===== config.mk =====
export PLATFORM = sky130hd
export DESIGN_NAME = peak_rate_cell_shaper
export DESIGN_NICKNAME = d
export VERILOG_FILES = /design/src/sv/prcs_pkg.sv /design/src/sv/prcs_ram.sv /design/src/sv/peak_rate_cell_shaper.sv
export VERILOG_INCLUDE_DIRS = /design/src /design/src/sv
export SDC_FILE = /design/constraint.sdc
export NUM_CORES = 2
export LEC_CHECK = 0
export BUFFER_PORTS_ARGS = -buffer_cell sky130_fd_sc_hd__clkbuf_2
export CORE_ASPECT_RATIO = 1.75
export CORE_MARGIN = 4
export CORE_UTILIZATION = 55
export CTS_CLUSTER_SIZE = 16
export DETAILED_ROUTE_END_ITERATION = 16
export GPL_ROUTABILITY_DRIVEN = 0
export GPL_TIMING_DRIVEN = 0
export HOLD_SLACK_MARGIN = 0.03
export PLACE_DENSITY_LB_ADDON = 0.15
export SYNTH_ARGS = -nofsm -noshare
export SYNTH_HDL_FRONTEND = slang
export SYNTH_SLANG_ARGS = --single-unit
export TNS_END_PERCENT = 1

===== constraint.sdc =====
create_clock -name clk -period 5.85 [get_ports clk]
set_input_delay 1.17 -clock clk [delete_from_list [all_inputs] [get_ports clk]]
set_output_delay 1.17 -clock clk [all_outputs]
set_load 0.005 [all_outputs]

===== src/sv/assert_macros.svh =====
// assertion macros used by the rtl of the shaper
`ifndef ASSERT_MACROS_SVH
`define ASSERT_MACROS_SVH

`ifndef SYNTH

// same-cycle implication, checked on every rising clk outside reset
`define ASSERT_IMPL(lbl, ante, cons, msg) \
    lbl: assert property (@(posedge clk) disable iff (!rst_n) (ante) |-> (cons)) \
        else $error(msg);

// next-cycle implication
`define ASSERT_NEXT(lbl, ante, cons, msg) \
    lbl: assert property (@(posedge clk) disable iff (!rst_n) (ante) |=> (cons)) \
        else $error(msg);

`else

`define ASSERT_IMPL(lbl, ante, cons, msg)
`define ASSERT_NEXT(lbl, ante, cons, msg)

`endif

`endif


===== src/sv/prcs_pkg.sv =====
// types and constants of the peak rate cell shaper
`default_nettype none

package prcs_pkg;

    localparam int DELTA_W  = 16;
    localparam int SPLASH_W = 17;
    localparam int QLIM_W   = 7;
    localparam int CNT_W    = 32;
    localparam int CFG_W    = 17;
    localparam int CFG_IDX_W = 2;

    // 1.0 in q1.16
    localparam logic [SPLASH_W-1:0] ONE_Q16 = 17'h10000;

    typedef enum logic [CFG_IDX_W-1:0] {
        CFG_DELTA_SHORT = 2'd0,
        CFG_SPLASH      = 2'd1,
        CFG_QUEUE_LIMIT = 2'd2
    } cfg_index_t;

    // slot decision carried from the decision stage to the result register
    typedef struct packed {
        logic              out_valid;
        logic              from_ram;
        logic              dropped;
        logic [QLIM_W-1:0] queue_length;
        logic [CNT_W-1:0]  drop_count;
        logic              count_wrapped;
    } slot_res_t;

endpackage

`default_nettype wire


===== src/sv/prcs_ram.sv =====
// generic single-port-write ram with registered read
`default_nettype none

module prcs_ram #(
    parameter int WIDTH = 32,
    parameter int DEPTH = 64
) (
    input  logic                                     clk,
    input  logic                                     we,
    input  logic [((DEPTH > 1) ? $clog2(DEPTH) : 1)-1:0] waddr,
    input  logic [WIDTH-1:0]                         wdata,
    input  logic                                     re,
    input  logic [((DEPTH > 1) ? $clog2(DEPTH) : 1)-1:0] raddr,
    output logic [WIDTH-1:0]                         rdata
);

    logic [WIDTH-1:0] mem [DEPTH];
    logic [WIDTH-1:0] rdata_reg;

    always_ff @(posedge clk)
    begin
        if (we)
        begin
            mem[waddr] <= wdata;
        end
        if (re)
        begin
            rdata_reg <= mem[raddr];
        end
    end

    assign rdata = rdata_reg;

endmodule

`default_nettype wire


===== src/sv/peak_rate_cell_shaper.sv =====
// peak rate cell shaper: spaces cell departures with a fractional interval
//
//  channel  | dir | handshake              | payload
//  s_axis   | in  | s_axis_tvalid/tready   | tdata: cell_data; tuser: cell_valid
//  m_axis   | out | m_axis_tvalid/tready   | tdata: out_data, dropped, queue_length,
//           |     |                        |        drop_count, count_wrapped; tuser: out_valid
//  cfg      | in  | cfg_wr_en              | cfg_index, cfg_data
//
// one slot item is taken every clock while s_axis_tready is high; its result passes through the decision stage
// and the result register, with buffered cells taken from the registered read of the cell buffer ram
// spacing state is updated at the edge the item is taken, so slots follow back to back
// reset clears control state only; the buffer ram needs no clearing pass
// m_axis_tready low holds the result; s_axis_tready falls only when both stages are full
`default_nettype none

`include "assert_macros.svh"

module peak_rate_cell_shaper
    import prcs_pkg::*;
#(
    parameter int QUEUE_DEPTH = 64,
    parameter int CELL_WIDTH  = 32
) (
    input  logic                                      clk,
    input  logic                                      rst_n,

    input  logic                                      s_axis_tvalid,
    output logic                                      s_axis_tready,
    // cell_data
    input  logic [((CELL_WIDTH + 7) / 8) * 8 - 1:0]    s_axis_tdata,
    // cell_valid
    input  logic [0:0]                                s_axis_tuser,

    output logic                                      m_axis_tvalid,
    input  logic                                      m_axis_tready,
    // out_data, dropped, queue_length, drop_count, count_wrapped
    output logic [((CELL_WIDTH + 41 + 7) / 8) * 8 - 1:0] m_axis_tdata,
    // out_valid
    output logic [0:0]                                m_axis_tuser,

    input  logic                                      cfg_wr_en,
    input  logic [CFG_IDX_W-1:0]                      cfg_index,
    input  logic [CFG_W-1:0]                          cfg_data
);

    localparam int PTR_W   = (QUEUE_DEPTH > 1) ? $clog2(QUEUE_DEPTH) : 1;
    localparam int FILL_W  = $clog2(QUEUE_DEPTH + 1);
    localparam int LIM_W   = (FILL_W > QLIM_W) ? FILL_W : QLIM_W;
    localparam int OUT_BITS = CELL_WIDTH + 1 + QLIM_W + CNT_W + 1;
    localparam int OUT_W   = ((OUT_BITS + 7) / 8) * 8;

    localparam logic [PTR_W-1:0] PTR_LAST  = PTR_W'(QUEUE_DEPTH - 1);
    localparam logic [LIM_W-1:0] DEPTH_LIM = LIM_W'(QUEUE_DEPTH);

    // configuration
    logic [DELTA_W-1:0]  delta_short_reg;
    logic [SPLASH_W-1:0] splash_reg;
    logic [QLIM_W-1:0]   queue_limit_reg;

    // spacing and buffer state
    logic [PTR_W-1:0]    head_ptr_reg, head_ptr_next;
    logic [PTR_W-1:0]    tail_ptr_reg, tail_ptr_next;
    logic [FILL_W-1:0]   fill_reg, fill_next;
    logic [DELTA_W-1:0]  gap_reg, gap_next;
    logic                late_reg, late_next;
    logic [15:0]         accum_reg, accum_next;
    logic [CNT_W-1:0]    drop_cnt_reg, drop_cnt_next;

    // decision stage and result register
    logic                a_valid_reg;
    slot_res_t           a_res_reg, a_res_next;
    logic [CELL_WIDTH-1:0] a_data_reg;
    logic                b_valid_reg;
    slot_res_t           b_res_reg;
    logic [CELL_WIDTH-1:0] b_data_reg;

    logic                in_acc;
    logic                a_move;
    logic                arrive;
    logic [CELL_WIDTH-1:0] cell_data;
    logic                fifo_dep;
    logic                direct;
    logic                enq;
    logic                drop;
    logic                departed;
    logic [FILL_W-1:0]   fill_after;
    logic [LIM_W-1:0]    limit;
    logic [LIM_W-1:0]    fill_cmp;
    logic [LIM_W-1:0]    fill_next_ext;
    logic [DELTA_W-1:0]  delta_eff;
    logic [SPLASH_W-1:0] splash_eff;
    logic [15:0]         accum_base;
    logic [SPLASH_W-1:0] frac_sum;
    logic [CELL_WIDTH-1:0] ram_rdata;
    logic [CELL_WIDTH-1:0] res_data;

    assign arrive    = s_axis_tuser[0];
    assign cell_data = s_axis_tdata[CELL_WIDTH-1:0];

    assign a_move        = a_valid_reg && (!b_valid_reg || m_axis_tready);
    assign s_axis_tready = !a_valid_reg || a_move;
    assign in_acc        = s_axis_tvalid && s_axis_tready;

    // configuration writes
    always_ff @(posedge clk or negedge rst_n)
    begin
        if (!rst_n)
        begin
            delta_short_reg <= DELTA_W'(1);
            splash_reg      <= ONE_Q16;
            queue_limit_reg <= '0;
        end
        else if (cfg_wr_en)
        begin
            unique case (cfg_index_t'(cfg_index))
                CFG_DELTA_SHORT: delta_short_reg <= cfg_data[DELTA_W-1:0];
                CFG_SPLASH:      splash_reg      <= cfg_data[SPLASH_W-1:0];
                CFG_QUEUE_LIMIT: queue_limit_reg <= cfg_data[QLIM_W-1:0];
                default:         ;
            endcase
        end
    end

    // slot decision
    always_comb
    begin
        limit = (LIM_W'(queue_limit_reg) > DEPTH_LIM) ? DEPTH_LIM : LIM_W'(queue_limit_reg);

        fifo_dep   = (fill_reg != '0) && (gap_reg == '0);
        fill_after = fill_reg - FILL_W'(fifo_dep);
        fill_cmp   = LIM_W'(fill_after);
        direct     = arrive && !fifo_dep && (fill_reg == '0) && (gap_reg == '0);
        enq        = arrive && !direct && (fill_cmp < limit);
        drop       = arrive && !direct && !enq;
        departed   = fifo_dep || direct;
        fill_next  = fill_after + FILL_W'(enq);

        // the accumulator restarts after a real pause
        delta_eff  = (delta_short_reg == '0) ? DELTA_W'(1) : delta_short_reg;
        splash_eff = (splash_reg > ONE_Q16) ? ONE_Q16 : splash_reg;
        accum_base = (direct && late_reg) ? 16'd0 : accum_reg;
        frac_sum   = SPLASH_W'(accum_base) + splash_eff;

        // a carry picks the short interval; gap is interval minus one
        accum_next = departed ? frac_sum[15:0] : accum_reg;
        if (departed)
        begin
            gap_next  = frac_sum[16] ? (delta_eff - DELTA_W'(1)) : delta_eff;
            late_next = 1'b0;
        end
        else if (gap_reg != '0)
        begin
            gap_next  = gap_reg - DELTA_W'(1);
            late_next = late_reg;
        end
        else
        begin
            gap_next  = gap_reg;
            late_next = 1'b1;
        end

        head_ptr_next = fifo_dep ? ((head_ptr_reg == PTR_LAST) ? '0 : head_ptr_reg + PTR_W'(1))
                                 : head_ptr_reg;
        tail_ptr_next = enq ? ((tail_ptr_reg == PTR_LAST) ? '0 : tail_ptr_reg + PTR_W'(1))
                            : tail_ptr_reg;
        drop_cnt_next = drop_cnt_reg + CNT_W'(drop);

        fill_next_ext = LIM_W'(fill_next);

        a_res_next.out_valid     = departed;
        a_res_next.from_ram      = fifo_dep;
        a_res_next.dropped       = drop;
        a_res_next.queue_length  = fill_next_ext[QLIM_W-1:0];
        a_res_next.drop_count    = drop_cnt_next;
        a_res_next.count_wrapped = drop && (drop_cnt_next == '0);
    end

    always_ff @(posedge clk or negedge rst_n)
    begin
        if (!rst_n)
        begin
            head_ptr_reg <= '0;
            tail_ptr_reg <= '0;
            fill_reg     <= '0;
            gap_reg      <= '0;
            late_reg     <= 1'b0;
            accum_reg    <= '0;
            drop_cnt_reg <= '0;
        end
        else if (in_acc)
        begin
            head_ptr_reg <= head_ptr_next;
            tail_ptr_reg <= tail_ptr_next;
            fill_reg     <= fill_next;
            gap_reg      <= gap_next;
            late_reg     <= late_next;
            accum_reg    <= accum_next;
            drop_cnt_reg <= drop_cnt_next;
        end
    end

    // head cell read is issued at the edge the slot is taken; rdata holds while stalled
    prcs_ram #(
        .WIDTH (CELL_WIDTH),
        .DEPTH (QUEUE_DEPTH)
    ) u_cell_ram (
        .clk   (clk),
        .we    (in_acc && enq),
        .waddr (tail_ptr_reg),
        .wdata (cell_data),
        .re    (in_acc && fifo_dep),
        .raddr (head_ptr_reg),
        .rdata (ram_rdata)
    );

    // pipeline valids
    always_ff @(posedge clk or negedge rst_n)
    begin
        if (!rst_n)
        begin
            a_valid_reg <= 1'b0;
            b_valid_reg <= 1'b0;
        end
        else
        begin
            if (in_acc)
            begin
                a_valid_reg <= 1'b1;
            end
            else if (a_move)
            begin
                a_valid_reg <= 1'b0;
            end

            if (a_move)
            begin
                b_valid_reg <= 1'b1;
            end
            else if (m_axis_tready)
            begin
                b_valid_reg <= 1'b0;
            end
        end
    end

    always_comb
    begin
        priority if (a_res_reg.from_ram)
        begin
            res_data = ram_rdata;
        end
        else if (a_res_reg.out_valid)
        begin
            res_data = a_data_reg;
        end
        else
        begin
            res_data = '0;
        end
    end

    // payload
    always_ff @(posedge clk)
    begin
        if (in_acc)
        begin
            a_res_reg  <= a_res_next;
            a_data_reg <= cell_data;
        end
        if (a_move)
        begin
            b_res_reg  <= a_res_reg;
            b_data_reg <= res_data;
        end
    end

    assign m_axis_tvalid   = b_valid_reg;
    assign m_axis_tuser[0] = b_res_reg.out_valid;
    assign m_axis_tdata    = OUT_W'({b_res_reg.count_wrapped, b_res_reg.drop_count,
                                     b_res_reg.queue_length, b_res_reg.dropped, b_data_reg});

    `ASSERT_NEXT(a_ram_hold, a_valid_reg && !a_move, $stable(ram_rdata), "head cell read data changed while the decision stage stalled")
    `ASSERT_NEXT(a_dep_tracks, in_acc && fifo_dep, a_valid_reg && a_res_reg.from_ram && a_res_reg.out_valid, "buffered departure lost on its way to the result stage")
    `ASSERT_IMPL(a_gap_blocks, in_acc && (gap_reg != '0), !departed, "cell departed before the spacing gap expired")
    `ASSERT_IMPL(a_ptr_empty, fill_reg == '0, head_ptr_reg == tail_ptr_reg, "buffer pointers differ while the buffer is empty")

endmodule

`default_nettype wire

Yosys cells after proc, flatten, opt, wreduce, memory -nomap -nowiden
Memories as Yosys holds them, arrays and structs flattened. A register that Yosys moved wholly into a read port is not among the register bits.
Cells that the tools add are included.
{ "word_totals": {"regBits": 275, "ramBits": 2048, "input_bits": 57, "out_inout_bits": 83, "word_cells": 100, "mem_count": 1} }
{ "op_classes": {"add_sub_neg": 8, "n_lt_le_gt_ge": 3, "n_eq_ne": 5, "muxes": 19, "n_reduce_logical": 39} }
{ "memory_table": {"columns": ["name", "words", "width", "read_ports", "rd_clocked_by_memory_dff", "wr", "line", "rtl"], "rows": [
  ["u_cell_ram.mem", 64, 32, 1, 1, 1, "prcs_ram.sv:17", "logic [WIDTH-1:0] mem [DEPTH];"]
]} }
{ "op_table": {"columns": ["op", "n"], "rows": [
  ["16-bit 2-to-1 mux", 5],
  ["32-bit 2-to-1 mux", 2],
  ["32-bit by 1-bit adder with 32-bit output", 1],
  ["16-bit logical NOT", 2],
  ["32-bit logical NOT", 1],
  ["16-bit by 1-bit subtractor with 16-bit output (second input constant)", 2],
  ["16-bit by 17-bit adder with 17-bit output", 1],
  ["17-bit greater-than comparator (second input constant)", 1],
  ["17-bit 2-to-1 mux", 1],
  ["2-bit AND reduction", 8],
  ["16-bit nonzero test", 1],
  ["1-bit logical AND", 13],
  ["6-bit by 1-bit adder with 6-bit output (second input constant)", 2],
  ["6-bit equality test (second input constant)", 2],
  ["6-bit 2-to-1 mux", 2],
  ["1-bit 2-to-1 mux", 8],
  ["7-bit by 1-bit adder with 7-bit output", 1],
  ["7-bit greater-than comparator (second input constant)", 1],
  ["7-bit logical NOT", 1],
  ["7-bit less-than comparator", 1],
  ["7-bit 2-to-1 mux", 1],
  ["7-bit nonzero test", 1],
  ["7-bit by 1-bit subtractor with 7-bit output", 1],
  ["2-bit nonzero test", 3],
  ["6 further kinds", 12]
]} }

Depth between registers and ports, before layout
{ "depth": {"ltp_word": 14, "mapped_depth": 28, "ltp_nobuf": 25} }

Cells and area by module
Synthesis repeated with hierarchy kept, for this count alone.
{ "hier_totals": {"hier_cells": 4420, "area_unflattened_um2": 91784.3} }
{ "modules_own_cells": {"columns": ["mod", "instances", "cells_each", "area_per_inst_um2", "seq_area_each_um2"], "rows": [
  ["prcs_ram", 1, 3324, 78835.6, 62459.9],
  ["peak_rate_cell_shaper", 1, 1096, 12948.7, 7629.8]
]} }

Least setup slack after synthesis
Ideal clock, no wire load.
{ "synth_timing": {"path_kind": "register to register", "from": "register gap_reg[10]", "to": "memory u_cell_ram.mem[59][0] (enable)", "arrival_time_ns": 5.488, "slack_ns": -0.060, "stages_incl_launch_ff": 18, "path_buffers": 1, "period_less_slack_ns": 5.910, "path_cell_list": "dfrtp_1 or4_4 nor4_4 nand4_4 clkbuf_1 nor2_1 ha_1 ha_1 xor2_1 ha_1 o21ai_0 a41oi_1 o2111ai_1 o21bai_1 nor4_2 nor2b_1 nand3_1 nor2_1"} }
{ "synth_rtl": {"columns": ["element", "line", "rtl"], "rows": [
  ["start, declared", "peak_rate_cell_shaper.sv:64", "logic [DELTA_W-1:0] gap_reg, gap_next;"],
  ["start signal, assigned", "peak_rate_cell_shaper.sv:195", "gap_reg <= gap_next;"],
  ["end, declared", "prcs_ram.sv:17", null]
]} }

==> impl_metrics.tcl <==
set metrics [dict create \
    yosysTopAreaCellShare_pct 73.1 \
    dieArea_sq_mm 0.173 \
    drt_iter0_drc 4810 \
    clk_latency_ns 0.84 \
    crit_path_end "a_res_reg[0]" \
    cp-startpoint "gap_reg[10]" \
    drive_gt1_share_pct 30.5 \
    fin_nets 4614 \
    reg2reg_slack_ns -0.32 \
    critPathTopFamily "simple AND/OR/NAND/NOR gates" \
    drc 0 \
    regArea_sq_mm 0.0701 \
    antenna_found_initial 14 \
    numPortBuffers 132 \
    clock-sinks 2355 \
    grt_pass1_wl_um 337000 \
    multiInputGateArea_sq_mm 0.0211 \
    ys_seq_elements 2355 \
    syn_inst 4058 \
    die_y_um 548 \
    period_share_pct 105 \
    io_pins 140 \
    hold_class "primary input to asynchronous set/reset pin" \
    crit_arrival_ns 6.85 \
    cts_tree "yes" \
    track_usage_pct 27.9 \
    yosysWarningCount 0 \
    slowest_delay_ns 0.60 \
    finalWorstSetupSlack_ns -0.318 \
    worstSetupStartpointType "register" \
    async_flop_share_pct 5.35 \
    fin_cells 6881 \
    avgRoutedWirePerCell_um 34.7 \
    violations "setup timing" \
    yosys.cell_types.count 83 \
    dp.cells 6457 \
    r2r_end "a_res_reg[0]" \
    synth_area_per_cell_sq_um 22.6 \
    fin_setup_tns_ns -0.318 \
    netlist_area_sq_mm 0.0915 \
    synth_ff_type "edfxtp_1" \
    hold_viol_final 0 \
    skew_ns 0.0596 \
    h-tree-depth 4 \
    outcome "finished with violations" \
    post-place-ws_ns -1.75 \
    cts_root_buf "clkbuf_16" \
    timing.fmax_mhz 162 \
    rsz0062_at_grt "true" \
    maxSlewViolCount 0 \
    clock_path_buffers 4 \
    grt_overflow 0 \
    p_per_area_mw_per_mm2 321 \
    synth_edf_count 2229 \
    antenna_left 0 \
    crit_fanout 10 \
    num_rows 197 \
    crit_required_ns 6.53 \
    first_pass_iters 6 \
    clk_pin_slew_ns 0.07 \
    cts_buffers 205 \
    largest_register_ffs 2048 \
    area_delta_synth_final_pct 13.8 \
    post-dp-hpwl_um 159000 \
    wl_um 239000 \
    critical_path_cell_count 27 \
    grt_pass1_vias 45200 \
    core_area_sq_mm 0.165 \
    grt_max_degree 89 \
    netlist_top_cells_area "edfxtp_1 (73%), mux4_2 (17%), dfrtp_1 (3.4%)" \
    maxCapViolCount 0 \
    fin_crit_ns 6.17 \
    r2r_cells 27 \
    setup_violations 1 \
    layout_common_cells "edfxtp_1 (2229), mux4_2 (672), clkbuf_16 (209), clkbuf_1 (149), dfrtp_1 (124)" \
    die_w_um 316 \
    ys_seq_area_share_pct 76.6 \
    cts_hold_buf 0 \
    vias 43800 \
    rr_startpoint "gap_reg[10]" \
    crit_path_top_delay_cell "or4_4" \
    max_slew_margin_pct 10.7 \
    whs_ns 0.282 \
    vias_per_cell 6.36 \
    cp_num_buf_inv 3 \
    start_util_pct 55.4 \
    nFillCells 11000 \
    path_class "register to register" \
    synth_top_cell_by_area "edfxtp_1" \
    leakage_uw 0.0325 \
    layout_commonest_cell "edfxtp_1" \
    irDropWorstVdd_mv 0.244 \
    tightest_slew_ns 1.34 \
    critPathCaptureType "register" \
]
## power by group
part / internal, uW / switching [uW] / leakage, uW / total, uW
Combinational: 469 / 1040 / 0.00766 / 1510
Clock: 7070 / 5890 / 0.00305 / 13000
Sequential: 18800 / 176 / 0.0217 / 19000
## cell families after synthesis
family	synth area share, %
xor gates and xnor gates	0.909
muxes	17.1
and+or+nand+nor	2.40
AOI/OAI and AO/OA	1.39
other	0.00410
adders and majority gates	0.459
DFF	76.6
buffers and inverters	1.15
## synth_stat cells, types with 4 or more instances
cell / number
ha_1: 32
nand4_1: 13
mux4_2: 672
a21oi_1: 27
mux2_2: 42
a22o_1: 31
or3_1: 13
nor2b_1: 35
and3_1: 10
buf_4: 21
xnor2_1: 61
or4_1: 6
o211ai_1: 5
inv_1: 30
and2_1: 10
buf_1: 33
mux2i_1: 5
nand3_1: 25
a21o_1: 10
edfxtp_1: 2229
o21ai_0: 46
nand2b_1: 7
o21a_1: 4
o21ai_1: 9
o31ai_1: 7
nor3_1: 24
nor4_1: 9
nor3_2: 5
a31oi_1: 8
xor2_1: 34
a22oi_1: 4
clkbuf_1: 114
nand3b_1: 9
nor2_1: 112
buf_2: 43
o22ai_1: 4
dfrtp_1: 124
nand2_1: 114
## timing repair
item,4_1_cts,5_1_grt
buffers inserted,27,12
endpoints found under the setup margin,2104,1549
pin swaps,37,11
gates resized for setup,33,13
## how the worst min path moves through the flow
stage,end,slack [ns]
after floorplan,m_axis_tdata[32],0.40
after global placement,m_axis_tdata[62],0.40
after detailed placement,m_axis_tdata[63],0.41
after CTS,accum_reg[15],0.23
after global routing,accum_reg[0],0.27
final,accum_reg[15],0.28
## metrics by stage
stage	cell area, sq um	util, %	total power (uW)
global placement	94900	57.5	20600
CTS	104000	62.8	33600
finish	104000	63.1	33500
global route	104000	63.1	34400
detailed placement	97000	58.7	20700
floorplan	91500	-	19900
## final cells by class
class                   instances  share of cell area, %
plain buffers                 212                  0.922
flip-flops and latches       2355                   67.3
clock buffers                 258                   5.27
multi-input cells            1466                   20.2
diodes                         13                 0.0312
clock inverters               104                  0.727
inverters                      31                  0.112
repair buffers                253                   2.79
well taps                    2189                   2.63
## routing by layer
layer | share of wire, % | GRT usage (%) | vias up | wire length (um)
li1 | - | - | 18000 | -
met1 | 33 | 32.2 | 23500 | 78100
met2 | 53 | 49.2 | 1843 | 127000
met3 | 6.9 | 4.89 | 516 | 16400
met4 | 7.0 | 15.6 | 6 | 16700
met5 | 0.019 | 0 | - | 45
(Power assumes the default switching activity.)
